**src/sv/ccspmv_pkg.sv**
```systemverilog
// ccspmv_pkg: shared types and constants for the complex CSR sparse matrix-vector block
// no dependencies; imported by ccspmv_res_fifo and csr_complex_spmv
package ccspmv_pkg;

    // fixed field widths of the item and result ports
    localparam int DATA_BITS  = 32;
    localparam int ROW_BITS   = 9;
    localparam int CMD_BITS   = 2;

    // fixed point arithmetic
    localparam int FRAC_BITS  = 24;
    localparam int ACC_BITS   = 48;
    localparam int PROD_BITS  = 2 * DATA_BITS - FRAC_BITS;
    localparam int SUM_BITS   = PROD_BITS + 1;
    localparam int OUT_BITS   = ACC_BITS + 1;

    // command codes
    localparam logic [CMD_BITS-1:0] CMD_LOAD  = 2'd0;
    localparam logic [CMD_BITS-1:0] CMD_ENTRY = 2'd1;
    localparam logic [CMD_BITS-1:0] CMD_EMPTY = 2'd2;

    // result queue sizing (depth is a power of two)
    localparam int FIFO_DEPTH     = 8;
    localparam int FIFO_PTR_BITS  = 3;
    localparam int FIFO_CNT_BITS  = 4;

    typedef struct packed {
        logic [ROW_BITS-1:0]         row_number;
        logic signed [DATA_BITS-1:0] result_re;
        logic signed [DATA_BITS-1:0] result_im;
        logic                        saturated;
    } result_t;

endpackage

```
**src/sv/ccspmv_res_fifo.sv**
```systemverilog
// ccspmv_res_fifo: small result queue between the accumulate pipeline and the result channel
// depends on ccspmv_pkg (result_t, queue sizing)
module ccspmv_res_fifo (
    input  logic                                  aclk,
    input  logic                                  aresetn,
    input  logic                                  push_valid,
    input  ccspmv_pkg::result_t                   push_item,
    output logic                                  head_valid,
    output ccspmv_pkg::result_t                   head_item,
    input  logic                                  head_ready,
    output logic [ccspmv_pkg::FIFO_CNT_BITS-1:0]  fill_count
);
    import ccspmv_pkg::*;

    result_t                  slot_reg [FIFO_DEPTH];
    logic [FIFO_PTR_BITS-1:0] wr_ptr_reg, wr_ptr_next;
    logic [FIFO_PTR_BITS-1:0] rd_ptr_reg, rd_ptr_next;
    logic [FIFO_CNT_BITS-1:0] count_reg, count_next;
    logic                     pop;

    // head of queue
    assign head_valid = (count_reg != '0);
    assign head_item  = slot_reg[rd_ptr_reg];
    assign fill_count = count_reg;
    assign pop        = head_valid && head_ready;

    // pointer and count update
    always_comb begin
        wr_ptr_next = push_valid ? wr_ptr_reg + 1'b1 : wr_ptr_reg;
        rd_ptr_next = pop ? rd_ptr_reg + 1'b1 : rd_ptr_reg;
        case ({push_valid, pop})
            2'b10:   count_next = count_reg + 1'b1;
            2'b01:   count_next = count_reg - 1'b1;
            default: count_next = count_reg;
        endcase
    end

    always_ff @(posedge aclk) begin
        if (!aresetn) begin
            wr_ptr_reg <= '0;
            rd_ptr_reg <= '0;
            count_reg  <= '0;
        end else begin
            wr_ptr_reg <= wr_ptr_next;
            rd_ptr_reg <= rd_ptr_next;
            count_reg  <= count_next;
        end
    end

    // item storage
    always_ff @(posedge aclk) begin
        if (push_valid) begin
            slot_reg[wr_ptr_reg] <= push_item;
        end
    end

    // credit check upstream must keep the queue from overflowing
    a_no_overflow: assert property (@(posedge aclk) disable iff (!aresetn)
        push_valid |-> (count_reg != FIFO_CNT_BITS'(FIFO_DEPTH)))
        else $error("result queue pushed while full");

    a_count_bound: assert property (@(posedge aclk) disable iff (!aresetn)
        count_reg <= FIFO_CNT_BITS'(FIFO_DEPTH))
        else $error("result queue count out of range");

endmodule

```
**config.mk**
```make
export PLATFORM = sky130hd
export DESIGN_NAME = ccspmv_res_fifo
export DESIGN_NICKNAME = d
export VERILOG_FILES = /design/src/sv/ccspmv_pkg.sv /design/src/sv/ccspmv_res_fifo.sv
export SDC_FILE = /design/constraint.sdc
export NUM_CORES = 1
export LEC_CHECK = 0
export ABC_AREA = 0
export CORE_UTILIZATION = 59
export CTS_BUF_LIST = sky130_fd_sc_hd__clkbuf_8
export DETAILED_ROUTE_END_ITERATION = 8
export DONT_BUFFER_PORTS = 1
export PLACE_DENSITY = 0.84
export SYNTH_ARGS = -nofsm -noshare
export SYNTH_HDL_FRONTEND = slang
export SYNTH_SLANG_ARGS = --single-unit
```
**constraint.sdc**
```tcl
create_clock -name aclk -period 8.3 [get_ports aclk]
set_clock_uncertainty 0.15 [all_clocks]
set_input_delay 0 -clock aclk [delete_from_list [all_inputs] [get_ports aclk]]
set_output_delay 0 -clock aclk [all_outputs]
set_load 0.05 [all_outputs]
```
==> out/metrics.yaml, run 1 <==
ios: 157
clkTransAtPathRegs_ns: 0.06
grt_pass1_vias: 10800
worst_r2r_startpoint: "fill_count[1]"
holdCritStartpoint: "push_item[70]"
path_cells: "buf_4 -> buf_4 -> mux4_2 -> mux2_2"
setup_viol: 0
drtIter0Drc: 699
p_comb_share_pct: 20.8
yosysMostFrequentCell: "edfxtp_1"
ys_seq_area_share_pct: 78.9
yosys-top-cells-count: "edfxtp_1, mux4_2, mux2_2"
power_w: 0.00722
required_ns: 8.15
finalCoreUtilization_pct: 68.7
track_usage_pct: 22.5
tritoncts: "yes"
hold_viol: 0
start_kind: "flip-flop"
drive_gt1_share_pct: 31.2
worstMarginPinSlew_ns: 1.10
status: "finished, final reports clean"
fp.dieW_um: 199
r2r_end: "fill_count[2]"
seq_power_share_pct: 49.5
report.final.slew_viol_count: 0
clockBufferDepth: 3
rows: 71
nets: 1180
fin_area_sq_um: 26100
cts_resized: 0
totalWireLength_um: 42800
maxCapViolCount: 0
internal-power_w: 0.00510
synth_cell_types: 28
p_sw_share_pct: 29.3
syn_nets: 1010
root_buffer: "clkbuf_8"
largest_reg_flops: 592
clockPowerShare_pct: 29.7
ys_seq_elements: 605
post_cts_buffers: 0
grt_pass1_wl_um: 64100
p_switching_w: 0.00212
overflow: 0
final_antenna_net_count: 0
wire_per_inst_um: 25.6
numCtsBuffers: 90
rsz0062_at_grt: "false"
grt_max_degree: 60
syn_area_sq_um: 22900
start_util_pct: 60.3
drc: 0
routabilityCongestion: 0.698
antenna_found_initial: 5
period_share_pct: 47.8
postCtsHoldBufs: 103
max_freq_mhz: 252
async_reset_ff_share_pct: 0
crit_top_cell: "buf_4"
slew_headroom_pct: 26.6
post-place-cells: 1413
synth_top_area_share_pct: 77.8
hold_path_class: "input pin to flip-flop"
setup_tns_ns: 0
area_growth_pct: 14.0
synth_edf_count: 592
syn_area_per_cell_sq_um: 24.7
fp.coreArea_sq_um: 37900
worstSkewPairLatency_ns: 0.64
ys_top_cells_by_area: "edfxtp_1, mux4_2, mux2_2, dfxtp_1, buf_6"
io_buffers: 0
slowest_delay_ns: 0.94
crit_path_end_kind: "output pin"
reg2reg_slack_ns: 4.86
reg2reg_depth: 10
synth_cells: 927
p_leak_nw: 8.15
cp-endpoint: "head_item[41]"
cpMaxStageDelayCell: "dfxtp_4"
die-area_sq_um: 39500
dr.pass1.iters: 5
h-tree-depth: 3
viasPerCell: 6.01
dpl.hpwl_um: 21700
power_density_nw_per_um2: 277
vias: 10100
instances_no_fill: 1675
clock-sinks: 605
arrival_ns: 3.81
cp_max_fo: 59
min_period_ns: 3.96
chipHeight_um: 199
yosysTopAreaCell: "edfxtp_1"
ir_drop_v: 0.000285
yosys_most_used_dff: "edfxtp_1"
dpl-instance-area_sq_um: 23400
yosys_warnings: 0
crit_type: "flip-flop to output pin"
==> critical path, delay by kind of cell, from the launching register on <==
kind	cells	cell delay (ns)
buffers and inverters	2	1.34
muxes	2	0.85
DFF	1	0.94
==> power groups by stage <==
stage | clock (W) | combinational [W] | sequential [W]
final | 0.00215 | 0.00150 | 0.00357
after detailed placement | 0 | 0.00144 | 0.00364
after global placement | 0 | 0.00142 | 0.00363
after floorplan | 0 | 0.00136 | 0.00357
after CTS | 0.00219 | 0.00152 | 0.00358
after global routing | 0.00232 | 0.00158 | 0.00359
==> routing by layer <==
layer / up-vias / wire (um) / global-route usage, %
li1: 4318 / - / -
met1: 5345 / 17200 / 29.2
met2: 342 / 21900 / 37.1
met3: 60 / 2840 / 5.87
met4: 4 / 784 / 8.12
met5: - / 23 / 0
==> how the worst min path moves through the flow <==
stage	to	slack [ns]	cells past startpoint
after CTS	slot_reg[0][62]	0.001	1
after floorplan	slot_reg[0][0]	-0.05	0
after global placement	slot_reg[4][60]	-0.05	0
after global routing	slot_reg[7][27]	0.03	1
after detailed placement	slot_reg[1][41]	-0.05	0
final	slot_reg[2][70]	0.03	1
==> kinds of logic after synthesis <==
logic type      synth area share, %
flops                          78.9
fa+ha+maj                     0.274
mux                            18.4
compound gates                0.186
buf+inv                        1.22
xor+xnor                      0.268
simple gates                  0.750
==> through the flow <==
step | hold slack, ns | setup slack [ns]
after floorplan | -0.0511 | 2.04
after global placement | -0.0509 | 4.98
after detailed placement | -0.0509 | 4.90
after CTS | 0.00137 | 4.25
after global routing | 0.0252 | 4.15
final | 0.0273 | 4.34
==> cell type report <==
cell class                 count  area [sq um]
multi-input combinational    277          4600
inverter                       2          7.51
clock inverter                63           315
antenna                        3          7.51
sequential                   605         18000
fill                        2209         11900
clock buffer                  93          1280
timing repair buffer         121          1170
tap                          511           639
==> layout by cell type, fill, tap and decap left out, types with 2 or more instances in the layout <==
cell,instances
a21boi_0,2
and2_1,6
buf_4,18
clkbuf_8,93
clkinv_1,17
clkinv_2,9
dfxtp_1,10
dfxtp_4,3
diode_2,3
dlygate4sd3_1,103
edfxtp_1,592
ha_1,5
inv_1,31
inv_6,3
inv_8,3
mux2_2,75
mux2i_1,3
mux4_2,148
nand2_1,7
nand2b_1,4
nand3_1,2
nor2_4,6
nor2b_1,2
nor3_2,2
xnor2_1,4
xor2_1,3
(Power assumes the default switching activity.)
==> run 2: changes to the inputs <==
==> constraint.sdc (replaced) <==
create_clock -name aclk -period 3.8 [get_ports aclk]
set_clock_uncertainty 0.15 [all_clocks]
set_input_delay 0 -clock aclk [delete_from_list [all_inputs] [get_ports aclk]]
set_output_delay 0 -clock aclk [all_outputs]
set_load 0.05 [all_outputs]
==> run 2 against run 1 <==
Effect of this change: die area unchanged; sequential share of layout area down 0.50 points; via count about the same; non-clock buffer count up 9; utilization up 0.50 points; flip-flop and latch count unchanged; global-route usage up 0.34 points; critical path depth up 7; wire length up 2.0%; critical path type is now flip-flop to flip-flop.
==> out/metrics.yaml, run 2 (same netlist as run 1, synthesis figures left out) <==
status: "finished, final reports clean"  # unchanged
finalCoreUtilization_pct: 69.2  # was 68.7%
reg2reg_slack_ns: 0.42  # was 4.86 ns
clkTransAtPathRegs_ns: 0.06  # about the same
clock-sinks: 605  # unchanged
period_share_pct: 88.9
fp.dieW_um: 199  # unchanged
report.final.slew_viol_count: 0  # unchanged
track_usage_pct: 22.8  # was 22.5%
nets: 1190  # was 1180
final_cell_mix: "edfxtp_1, mux4_2, dlygate4sd3_1"  # unchanged
grt_max_degree: 75  # was 60
min_period_ns: 3.38
ios: 157  # unchanged
viasPerCell: 5.97  # was 6.01
io_buffers: 0  # unchanged
tritoncts: "yes"  # unchanged
vias: 10100  # about the same
area_growth_pct: 14.8  # was 14.0%
fin_area_sq_um: 26300  # was 26100 sq um
totalWireLength_um: 43600  # was 42800 um
die-area_sq_um: 39500  # unchanged
slew_headroom_pct: 44.5  # was 26.6%
crit_path_end_kind: "flip-flop"  # was output pin
ir_drop_v: 0.000671  # was 0.000285 V
dr.pass1.iters: 5  # unchanged
chipHeight_um: 199  # unchanged
grt_pass1_vias: 11000  # was 10800
fp.coreArea_sq_um: 37900  # unchanged
h-tree-depth: 3  # unchanged
power_density_nw_per_um2: 608  # was 277 nW/um^2
post-place-cells: 1426  # was 1413
root_buffer: "clkbuf_8"  # unchanged
cts_resized: 0  # unchanged
required_ns: 4.19  # was 8.15 ns
start_util_pct: 60.3  # unchanged
largest_reg_flops: 592  # unchanged
final_common_cell: "edfxtp_1"  # unchanged
dpl.hpwl_um: 22300  # was 21700 um
post-place-ws_ns: 0.633  # was 4.90 ns
postCtsHoldBufs: 99  # was 103
hold_path_class: "input pin to flip-flop"  # unchanged
setup_slack_ns: 0.423  # was 4.34 ns
p_leak_nw: 8.21  # was 8.15 nW
maxCapViolCount: 0  # unchanged
drc: 0  # unchanged
hold_ws_ns: 0.0415  # was 0.0273 ns
instances_no_fill: 1687  # was 1675
rsz0062_at_grt: "false"  # unchanged
numCtsBuffers: 91  # was 90
post_cts_buffers: 0  # unchanged
antenna_found_initial: 4  # was 5
max_freq_mhz: 296
grt_pass1_wl_um: 64600  # was 64100 um
drive_gt1_share_pct: 32.0  # was 31.2%
dpl-instance-area_sq_um: 23600  # was 23400 sq um
num-fill-cells: 2153  # was 2209
start_kind: "flip-flop"  # unchanged
seqCellArea_sq_um: 18000  # unchanged
worstSkewPairLatency_ns: 0.63  # was 0.64 ns
rows: 71  # unchanged
routabilityCongestion: 0.696  # was 0.698
setup_viol: 0  # unchanged
final_antenna_net_count: 0  # unchanged
multiInputGateArea_sq_um: 4610  # was 4600 sq um
wire_per_inst_um: 25.9  # was 25.6 um
hold_viol: 0  # unchanged
clockBufferDepth: 3  # unchanged
arrival_ns: 3.77  # was 3.81 ns
worstMarginPinSlew_ns: 0.833  # was 1.10 ns
overflow: 0  # unchanged
crit_type: "flip-flop to flip-flop"  # was flip-flop to output pin
cp_max_fo: 7  # was 59
drtIter0Drc: 576  # was 699
[run 2: cell type report]
cell class,instances,area share (%)
well taps,511,2.44
multi-input cells,277,17.6
repair buffers,130,5.04
diodes,3,0.0286
clock inverters,66,1.27
inverters,2,0.0286
flip-flops and latches,605,68.7
clock buffers,93,4.88
[run 2: stage by stage]
step,setup TNS (ns),power (W)
after floorplan,-240.33,0.0108
after global placement,0,0.0112
after detailed placement,0,0.0112
after CTS,0,0.0161
after global routing,0,0.0165
final,0,0.0160
[run 2: final timing paths]
kind / startpoint / end / cells past startpoint
setup / recovery: fill_count[2] / fill_count[2] / 11
setup reg to reg: fill_count[2] / fill_count[2] / 11
hold / removal: push_item[12] / slot_reg[3][12] / 1
hold reg to reg: rd_ptr_reg[1] / flip-flop / 2
[run 2: report_power, final]
part / leakage [nW] / internal (W) / switching [W]
clock: 0.920 / 0.00241 / 0.00232
combinational: 1.81 / 0.00136 / 0.00208
sequential: 5.49 / 0.00753 / 0.000265
total: 8.21 / 0.0113 / 0.00466
[run 2: per-layer routing]
layer  vias to the layer above  global-route usage, %  routed length [um]
met5                         -                      0                  10
met4                         2                   9.34                 958
met3                        69                   5.75                2870
met2                       345                   38.3               22700
met1                      5325                   28.6               17100
li1                       4335                      -                   -
[run 2: worst max-delay path: stages (launching register included)]
cell      delay (ns)
dfxtp_1         0.55
or4_1           0.61
buf_4           0.22
nand2_1         0.14
inv_1           0.08
ha_1            0.25
xor2_1          0.18
ha_1            0.25
a21oi_1         0.18
xor2_1          0.12
or3_1           0.32
a21boi_0        0.22
==> run 3: changes to the inputs <==
--- a/config.mk
+++ b/config.mk
@@ -10,7 +10,7 @@
 export CTS_BUF_LIST = sky130_fd_sc_hd__clkbuf_8
 export DETAILED_ROUTE_END_ITERATION = 8
 export DONT_BUFFER_PORTS = 1
-export PLACE_DENSITY = 0.84
+export PLACE_DENSITY = 0.83
 export SYNTH_ARGS = -nofsm -noshare
 export SYNTH_HDL_FRONTEND = slang
 export SYNTH_SLANG_ARGS = --single-unit
==> run 3 against run 2 <==
Effect of this change: die area is the same; worst setup slack gained 0.087 ns; global-route usage shrank 0.36 points; combinational power shrank 2%; largest power group unchanged; utilization shrank 0.44 points; flip-flop and latch count is the same; sequential power shrank 0.5%; clock power shrank 0.8%; count of clock-buffer cells in the layout grew 2; fmax grew 2.7%.
==> out/metrics.yaml, run 3 (same netlist as run 1, synthesis figures left out) <==
area_growth_pct: 14.1  # was 14.8%
grt_pass1_wl_um: 64200  # was 64600 um
max_freq_mhz: 304  # was 296 MHz
root_buffer: "clkbuf_8"  # unchanged
status: "finished, final reports clean"  # unchanged
arrival_ns: 3.68  # was 3.77 ns
ir_drop_v: 0.000588  # was 0.000671 V
start_kind: "flip-flop"  # unchanged
ios: 157  # unchanged
setup_tns_ns: 0  # unchanged
instances_no_fill: 1674  # was 1687
track_usage_pct: 22.5  # was 22.8%
tritoncts: "yes"  # unchanged
totalWireLength_um: 42500  # was 43600 um
crit_type: "flip-flop to flip-flop"  # unchanged
wire_per_inst_um: 25.4  # was 25.9 um
viasPerCell: 5.98  # was 5.97
power_density_nw_per_um2: 606  # was 608 nW/um^2
routabilityCongestion: 0.703  # was 0.696
dpl.hpwl_um: 21300  # was 22300 um
power_w: 0.0158  # was 0.0160 W
grt_pass1_vias: 10900  # was 11000
final_common_cell: "edfxtp_1"  # unchanged
dpl-instance-area_sq_um: 23600  # about the same
clock-sinks: 605  # unchanged
period_share_pct: 86.6  # was 88.9%
largest_reg_flops: 592  # unchanged
p_leak_nw: 8.11  # was 8.21 nW
rows: 71  # unchanged
antenna_found_initial: 5  # was 4
chipHeight_um: 199  # unchanged
num-fill-cells: 2168  # was 2153
seqCellArea_sq_um: 18000  # unchanged
drtIter0Drc: 735  # was 576
setup_viol: 0  # unchanged
vias: 10000  # was 10100
h-tree-depth: 3  # unchanged
io_buffers: 0  # unchanged
dr.pass1.iters: 5  # unchanged
required_ns: 4.19  # about the same
clockBufferDepth: 3  # unchanged
cts_resized: 0  # unchanged
die-area_sq_um: 39500  # unchanged
worstMarginPinSlew_ns: 0.778  # was 0.833 ns
final_cell_mix: "edfxtp_1, mux4_2, clkbuf_8"  # was edfxtp_1, mux4_2, dlygate4sd3_1
fp.dieW_um: 199  # unchanged
report.final.slew_viol_count: 0  # unchanged
fin_area_sq_um: 26100  # was 26300 sq um
cp_max_fo: 7  # unchanged
maxCapViolCount: 0  # unchanged
fp.coreArea_sq_um: 37900  # unchanged
nets: 1173  # was 1190
grt_max_degree: 75  # unchanged
worstSkewPairLatency_ns: 0.62  # was 0.63 ns
hold_viol: 0  # unchanged
crit_path_end_kind: "flip-flop"  # unchanged
start_util_pct: 60.3  # unchanged
final_antenna_net_count: 0  # unchanged
numCtsBuffers: 90  # was 91
post-place-cells: 1419  # was 1426
drive_gt1_share_pct: 31.5  # was 32.0%
drc: 0  # unchanged
overflow: 0  # unchanged
hold_path_class: "input pin to flip-flop"  # unchanged
rsz0062_at_grt: "false"  # unchanged
multiInputGateArea_sq_um: 4610  # unchanged
min_period_ns: 3.29  # was 3.38 ns
clkTransAtPathRegs_ns: 0.06  # about the same
slew_headroom_pct: 48.2  # was 44.5%
run 3: final timing paths:
check | start | end | slack [ns] | cells past startpoint
worst max-delay path | fill_count[2] | fill_count[2] | 0.51 | 11
worst min-delay path | push_item[34] | slot_reg[3][34] | 0.04 | 1
worst max register to register | fill_count[2] | fill_count[2] | 0.51 | 11
worst min register to register | rd_ptr_reg[1] | flip-flop | 0.38 | 2
run 3: worst max-delay path, cell delays in order, from the launching register on:
cell and delay (ns):
dfxtp_1 0.54, or4_1 0.59, buf_4 0.22, nand2_1 0.14, inv_1 0.09, ha_1 0.25
xor2_1 0.17, ha_1 0.20, a21oi_1 0.16, xor2_1 0.29, o21ai_0 0.16, a21boi_0 0.24
run 3: final cells by class:
type / instances / share of cell area, %
antenna: 3 / 0.0288
clock buffer: 95 / 5.01
clock inverter: 67 / 1.13
inverter: 2 / 0.0288
multi-input combinational: 277 / 17.7
sequential: 605 / 69.2
tap: 511 / 2.45
timing repair buffer: 114 / 4.48
run 3: routing by layer:
| layer | track usage, % | wire length, um | up-vias |
|---|---|---|---|
| met2 | 36.2 | 21400 | 392 |
| li1 | - | - | 4304 |
| met4 | 8.40 | 1000 | 4 |
| met1 | 29.7 | 16700 | 5232 |
| met5 | 0 | 25 | - |
| met3 | 6.04 | 3310 | 79 |
run 3: through the flow:
stage | hold slack, ns | util [%] | setup slack (ns)
detailed placement | -0.0509 | 62.2 | 0.689
CTS | 0.00114 | 68.8 | 0.683
floorplan | -0.0511 | - | -0.499
global placement | -0.0509 | 62.2 | 0.754
global route | 0.0409 | 68.8 | 0.356
finish | 0.0432 | 68.8 | 0.510
run 3: power breakdown:
group | internal [W] | switching, W
clock network | 0.00237 | 0.00231
registers | 0.00753 | 0.000229
logic | 0.00131 | 0.00206
run 3: timing repair:
action / 4_1_cts / 5_1_grt
setup buffers: 0 / 0
hold buffers: 90 / 0
endpoints found under the hold margin: 605 / 0
setup endpoints to repair: 0 / 0
